<file path="config.mk">
export PLATFORM = sky130hd
export DESIGN_NAME = fmbs_div
export DESIGN_NICKNAME = d
export VERILOG_FILES = /design/src/rtl/core/fmbs_pkg.sv /design/src/rtl/core/fmbs_div.sv
export SDC_FILE = /design/constraint.sdc
export NUM_CORES = 1
export LEC_CHECK = 0
export BUFFER_PORTS_ARGS = -buffer_cell sky130_fd_sc_hd__buf_4
export CAP_MARGIN = 20
export CELL_PAD_IN_SITES_DETAIL_PLACEMENT = 1
export CELL_PAD_IN_SITES_GLOBAL_PLACEMENT = 2
export CORE_MARGIN = 2
export CORE_UTILIZATION = 30
export DETAILED_ROUTE_END_ITERATION = 8
export HOLD_SLACK_MARGIN = 0.02
export PLACE_DENSITY_LB_ADDON = 0.1
export SLEW_MARGIN = 20
export SYNTH_ARGS = -nofsm -noshare
export SYNTH_HDL_FRONTEND = slang
export SYNTH_SLANG_ARGS = --single-unit
</file>
<file path="constraint.sdc">
create_clock -name clk -period 3.46 [get_ports clk]
set_input_delay 0.173 -clock clk [delete_from_list [all_inputs] [get_ports clk]]
set_output_delay 0.173 -clock clk [all_outputs]
set_load 0.05 [all_outputs]
</file>
<file path="src/rtl/core/fmbs_pkg.sv">
// Shared types, constants and helper functions for the FM-index backward search block.
// Used by every other file of the block; depends on nothing.
package fmbs_pkg;

    localparam int TEXT_DEPTH  = 65536;
    localparam int CKPT_DEPTH  = 4096;
    localparam int TEXT_AW     = $clog2(TEXT_DEPTH);
    localparam int CKPT_AW     = $clog2(CKPT_DEPTH);
    localparam int CNT_W       = 17;
    localparam int RATIO_W     = 9;
    localparam int SYM_W       = 3;
    localparam int OP_W        = 2;
    localparam int CFG_IDX_W   = 3;
    localparam int NUM_BASES   = 4;

    localparam logic [RATIO_W-1:0] RATIO_MIN   = RATIO_W'(16);
    localparam logic [RATIO_W-1:0] RATIO_MAX   = RATIO_W'(256);
    localparam logic [RATIO_W-1:0] RATIO_RESET = RATIO_W'(32);

    localparam logic [OP_W-1:0] OP_LOAD  = 2'd0;
    localparam logic [OP_W-1:0] OP_START = 2'd1;
    localparam logic [OP_W-1:0] OP_QUERY = 2'd2;

    localparam logic [CFG_IDX_W-1:0] REG_SAMPLE_RATIO = 3'd0;
    localparam logic [CFG_IDX_W-1:0] REG_COUNT_A      = 3'd1;
    localparam logic [CFG_IDX_W-1:0] REG_COUNT_C      = 3'd2;
    localparam logic [CFG_IDX_W-1:0] REG_COUNT_G      = 3'd3;
    localparam logic [CFG_IDX_W-1:0] REG_COUNT_T      = 3'd4;

    localparam logic [SYM_W-1:0] SYM_LAST_BASE = 3'd3;

    typedef logic [CNT_W-1:0] count_t;
    typedef logic [NUM_BASES-1:0][CNT_W-1:0] ckpt_word_t;

    typedef struct packed {
        logic                   bwt_we;
        logic [TEXT_AW-1:0]     bwt_waddr;
        logic [SYM_W-1:0]       bwt_wdata;
        logic [TEXT_AW-1:0]     bwt_raddr;
        logic                   ckpt_we;
        logic [CKPT_AW-1:0]     ckpt_waddr;
        ckpt_word_t             ckpt_wdata;
        logic [CKPT_AW-1:0]     ckpt_raddr;
    } store_req_t;

    function automatic count_t sat_count(input logic [CNT_W+1:0] v);
        count_t r;
        if (v[CNT_W+1:CNT_W] != 2'b00)
        begin
            r = '1;
        end
        else
        begin
            r = v[CNT_W-1:0];
        end
        return r;
    endfunction

endpackage

</file>
<file path="src/rtl/core/fmbs_div.sv">
// Restoring divider, one quotient bit per cycle, for position divided by sample ratio.
// Depends on fmbs_pkg for widths.
module fmbs_div (
    input  logic                          clk,
    input  logic                          rst_n,
    input  logic                          start,
    input  fmbs_pkg::count_t              dividend,
    input  logic [fmbs_pkg::RATIO_W-1:0]  divisor,
    output logic                          done,
    output fmbs_pkg::count_t              quot,
    output logic [fmbs_pkg::RATIO_W-1:0]  rem
);
    localparam int CW = $clog2(fmbs_pkg::CNT_W + 1);

    logic [CW-1:0]                 cnt_reg, cnt_next;
    logic                          busy_reg, busy_next;
    logic                          done_reg, done_next;
    fmbs_pkg::count_t              quot_reg, quot_next;
    logic [fmbs_pkg::RATIO_W-1:0]  rem_reg, rem_next;
    logic [fmbs_pkg::RATIO_W-1:0]  div_reg, div_next;
    logic [fmbs_pkg::RATIO_W:0]    trial;

    always_comb
    begin
        cnt_next  = cnt_reg;
        busy_next = busy_reg;
        done_next = 1'b0;
        quot_next = quot_reg;
        rem_next  = rem_reg;
        div_next  = div_reg;
        trial     = {rem_reg, quot_reg[fmbs_pkg::CNT_W-1]};
        if (start)
        begin
            busy_next = 1'b1;
            cnt_next  = '0;
            quot_next = dividend;
            rem_next  = '0;
            div_next  = divisor;
        end
        else if (busy_reg)
        begin
            if (trial >= {1'b0, div_reg})
            begin
                rem_next  = fmbs_pkg::RATIO_W'(trial - {1'b0, div_reg});
                quot_next = {quot_reg[fmbs_pkg::CNT_W-2:0], 1'b1};
            end
            else
            begin
                rem_next  = trial[fmbs_pkg::RATIO_W-1:0];
                quot_next = {quot_reg[fmbs_pkg::CNT_W-2:0], 1'b0};
            end
            cnt_next = cnt_reg + 1'b1;
            if (cnt_reg == CW'(fmbs_pkg::CNT_W - 1))
            begin
                busy_next = 1'b0;
                done_next = 1'b1;
            end
        end
    end

    always_ff @(posedge clk or negedge rst_n)
    begin
        if (!rst_n)
        begin
            cnt_reg  <= '0;
            busy_reg <= 1'b0;
            done_reg <= 1'b0;
        end
        else
        begin
            cnt_reg  <= cnt_next;
            busy_reg <= busy_next;
            done_reg <= done_next;
        end
    end

    always_ff @(posedge clk)
    begin
        quot_reg <= quot_next;
        rem_reg  <= rem_next;
        div_reg  <= div_next;
    end

    assign done = done_reg;
    assign quot = quot_reg;
    assign rem  = rem_reg;
endmodule

</file>
# After elaboration in Yosys (flattened, before gate mapping)

Cells that the tools add are included.
W data, S select, Z words.

Register bits: 42
Input bits: 29
Output and inout port bits: 27
Word-level logic and storage cells: 23

$add $sub $neg: 2
Magnitude comparators: 1
Equal/unequal tests: 1
Muxes and demuxes: 12
Reduce and logical (&&, ||, !) cells: 1

Operators by type and width:

| cell                  | number |
|---|---|
| $mux W17              | 2 |
| $ge A10 B9 Y1         | 1 |
| $mux W5               | 2 |
| $mux W9               | 1 |
| $sub A9 B9 Y9         | 1 |
| $mux W1               | 7 |
| $add A5 B1 Y5 const B | 1 |
| $eq A5 B5 Y1 const B  | 1 |
| $reduce_bool A2 Y1    | 1 |

# Logic depth before layout (Yosys ltp)

Depth after elaboration: 4
Mapped depth: 10
Mapped depth without buffers: 9

# Worst setup path after synthesis

No wires, ideal clock.

Path kind: reg2reg
Start: register quot_reg[16], in the netlist quot[16]
End: register rem_reg (netlist bit rem[8])
Setup time: 0.088 ns
Arrival: 2.552 ns
Path slack: 0.820 ns
Stages on the path, launching flop included: 11
Path buffers: 1
Period minus slack after synthesis: 2.640 ns
Path through: edfxtp_1 -> inv_1 -> ha_1 -> inv_1 -> fa_1 -> a211oi_1 -> o21a_1 -> o211a_2 -> buf_4 -> nand2_1 -> a311oi_2

Longest elaborated chain between the ends: 2
Elaborated cells on any way between the ends: 3
Those cells by class: add/sub: 1; order compare: 1; mux: 1

RTL lines:

| what                                                  | line                           | text |
|---|---|---|
| from (decl)                                           | fmbs_div.sv:18                 | `fmbs_pkg::count_t quot_reg, quot_next;` |
| from (signal assigned)                                | fmbs_div.sv:79                 | `quot_reg <= quot_next;` |
| $sub A9 B9 Y9 / $ge A10 B9 Y1 (equally long branches) | fmbs_div.sv:44, fmbs_div.sv:42 |  |
| $mux W9 (*)                                           | fmbs_div.sv:42                 | `if (trial >= {1'b0, div_reg})` |
| to (signal assigned)                                  | fmbs_div.sv:80                 | `rem_reg <= rem_next;` |
| to (decl)                                             | fmbs_div.sv:19                 | `logic [fmbs_pkg::RATIO_W-1:0] rem_reg, rem_next;` |

Mark *: on every way between the ends. The rest lies on a longest branch, timed or not.
A chain may end at the register's enable or synchronous reset.

# Worst setup path in the final report

Start: register quot_reg[16], in the netlist quot[16]
End: register rem_reg (netlist bit rem[3])

The elaborated chain is that of the path after synthesis.

==> reports/metrics.cfg <==
[outcome]
status=finished, final reports clean

[floorplanning]
die_w_um=89.58
core_um2=7176
die_h_um=89.58
io_pins=56
initial_utilization_pct=30.62
row_count=31
dieArea_um2=8025

[global_route]
antenna_found_initial=0
first_global_vias=1560
grt_max_degree=44
grt_util_all_layers_pct=12.84
grt_first_pass_wirelength_mm=7.866
grt-ovfl-total=0

[route]
drt_wl_total_mm=5.013
drtAntennaViolNets=0
drt_iter0_drc=36
detail_route.vias_per_cell=4.682
drc=0
avgRoutedWirePerCell_um=14.62
vias=1606
dr.pass1.iters=3

[place]
port-buffer-count=55
dp_cells=334
gp_congestion=0.7137
place_hpwl_mm=3.552

[clock_network]
cts.htree.levels=2
cts_tree=built
clkLatencyLatePin_ns=0.30
clock-root-buffer=clkbuf_8
postCtsSetupBuffers=0
cts_sinks=42
numCtsBuffers=5
clk_path_buf_depth=2
clk_pin_slew_ns=0.09

[power]
leakagePower_uw=0.001248
powerDensity_nw_per_um2=689.1
vdd_drop_max_mv=0.2302

[timing]
rsz0062_at_grt=no
fmax_mhz=376.3
finalCriticalPeriod_ns=2.657
setup_tns_ns=0
slew_violations=0
final-setup-viol-count=0
tightestPinTransition_ns=0.5267
timing.final.crit_share_pct=76.81
slew_headroom_pct=64.88
skew_ns=0.01197
hold_violations=0

[min_path]
hp-class=input port to flop

[yosys]
synth_warnings=0
synth_cells=188
async_reset_ff_share_pct=16.67
syn-cell-area_um2=2197
avgSynthCellArea_um2=11.69
synthTopCellsByCount=edfxtp_1, nor2_1, mux2_2
yosys.area.top_type_share_pct=35.54
ys_seq_area_share_pct=51.71
synth.most_common_cell=edfxtp_1
synth_top_cell_by_area=edfxtp_1
synth_edf_count=26
yosys_register_bits=42
synth_cell_types=40
yosys-top-cells-area=edfxtp_1, dfxtp_1, mux2_2
dominantRegCellSynth=edfxtp_1
syn_nets=229

[cells_and_area]
n_antenna_cell=0
area_delta_synth_final_pct=28.30
nets=284
fin_cells=343
largest_reg_flops=17
fill_cells=822
drive_gt1_share_pct=34.43

[setup_path]
worstSetupPathType=flop to flop
start_kind=flop
worstPathMaxFanout=14
reg2reg_slack_ns=0.80
critPathRequiredTime_ns=3.61
cp-end-kind=flop
arrival_ns=2.81

[run]
max_cap_violations=0

layout make-up:
| cell class | instances | area, um2 | area share, % |
|---|---|---|---|
| multi-input cells | 123 | 969.7 | 34.40 |
| clock inverters | 2 | 33.78 | 1.198 |
| clock buffers | 6 | 72.57 | 2.574 |
| inverters | 14 | 52.55 | 1.864 |
| well taps | 99 | 123.9 | 4.394 |
| flip-flops and latches | 42 | 1136 | 40.30 |
| repair buffers | 57 | 430.4 | 15.27 |
worst paths after layout:
path                                startpoint                     end  cells past startpoint
hold / removal                      divisor[2]    div_reg[2]$_DFFE_PP_                      1
setup reg to reg            quot[16]$_DFFE_PP_     rem[3]$_SDFFE_PP0P_                      9
max in group asynchronous                rst_n  cnt_reg[1]$_DFFE_PN0P_                      2
min in group asynchronous                rst_n  cnt_reg[4]$_DFFE_PN0P_                      2
hold reg to reg            rem[6]$_SDFFE_PP0P_     rem[7]$_SDFFE_PP0P_                      2
setup / recovery            quot[16]$_DFFE_PP_     rem[3]$_SDFFE_PP0P_                      9
cell families (layout without fill, tap and decap cells):
logic type / after synthesis / in the layout / share of synthesized area (%)
xor gates and xnor gates: 8 / 8 / 3.189
buffers and inverters: 23 / 79 / 4.157
and+or+nand+nor: 47 / 47 / 10.93
muxes: 26 / 26 / 12.76
DFF: 42 / 42 / 51.71
AOI/OAI and AO/OA: 30 / 30 / 10.08
adders and majority gates: 12 / 12 / 7.175
timing repair:
action | in CTS | in global routing
resized for setup | 0 | 0
hold buffers | 1 | 0
endpoints found under the hold margin | 7 | 0
metrics by stage:
step / util, % / instance area, um2 / worst slack (ns) / hold WS [ns] / power, uW
5_1_grt: 39.29 / 2819 / 0.4997 / 0.03145 / 2060
2_1_floorplan: - / 2197 / 0.8201 / -0.1226 / 1331
4_1_cts: 39.29 / 2819 / 0.7826 / 0.04038 / 1966
3_5_place_dp: 37.66 / 2703 / 0.8079 / -0.007359 / 1564
3_3_place_gp: 37.66 / 2703 / 0.8924 / -0.006298 / 1566
6_report: 39.29 / 2819 / 0.8025 / 0.04922 / 1943
critical path, cell delays in order (launching register included):
cell	delay, ns
edfxtp_1	0.42
inv_1	0.07
ha_1	0.16
inv_1	0.05
fa_1	0.39
a211oi_1	0.41
o21a_1	0.26
o211a_2	0.43
mux2i_1	0.23
a211oi_1	0.08
per-layer routing:
| layer | part of all wire [%] | up-vias | GRT usage, % |
|---|---|---|---|
| met2 | 46 | 40 | 19.18 |
| met3 | 5.4 | 3 | 4.296 |
| met5 | 0 | - | 0 |
| li1 | - | 792 | - |
| met1 | 49 | 771 | 17.91 |
| met4 | 0.16 | 0 | 3.256 |
where the power goes:
part,total (uW),internal (uW),switching (uW)
combinational,864,335,529
clock,394,214,180
sequential,685,615,69.8
placed cells by master, fill, tap and decap left out, types with 3 or more instances in the layout:
cell type / instances
a211oi_1: 7
o211ai_1: 3
dfxtp_1: 9
a21oi_1: 5
inv_1: 14
clkbuf_8: 5
buf_4: 56
edfxtp_1: 26
nand2_1: 8
xor2_1: 6
dfrtp_1: 7
o21ai_0: 3
mux2_2: 16
or2_2: 3
mux2i_1: 10
nand3b_1: 3
nor2_1: 19
ha_1: 11
a311oi_1: 3
a21o_1: 3
Note: power is estimated with default switching activity, not from simulation.
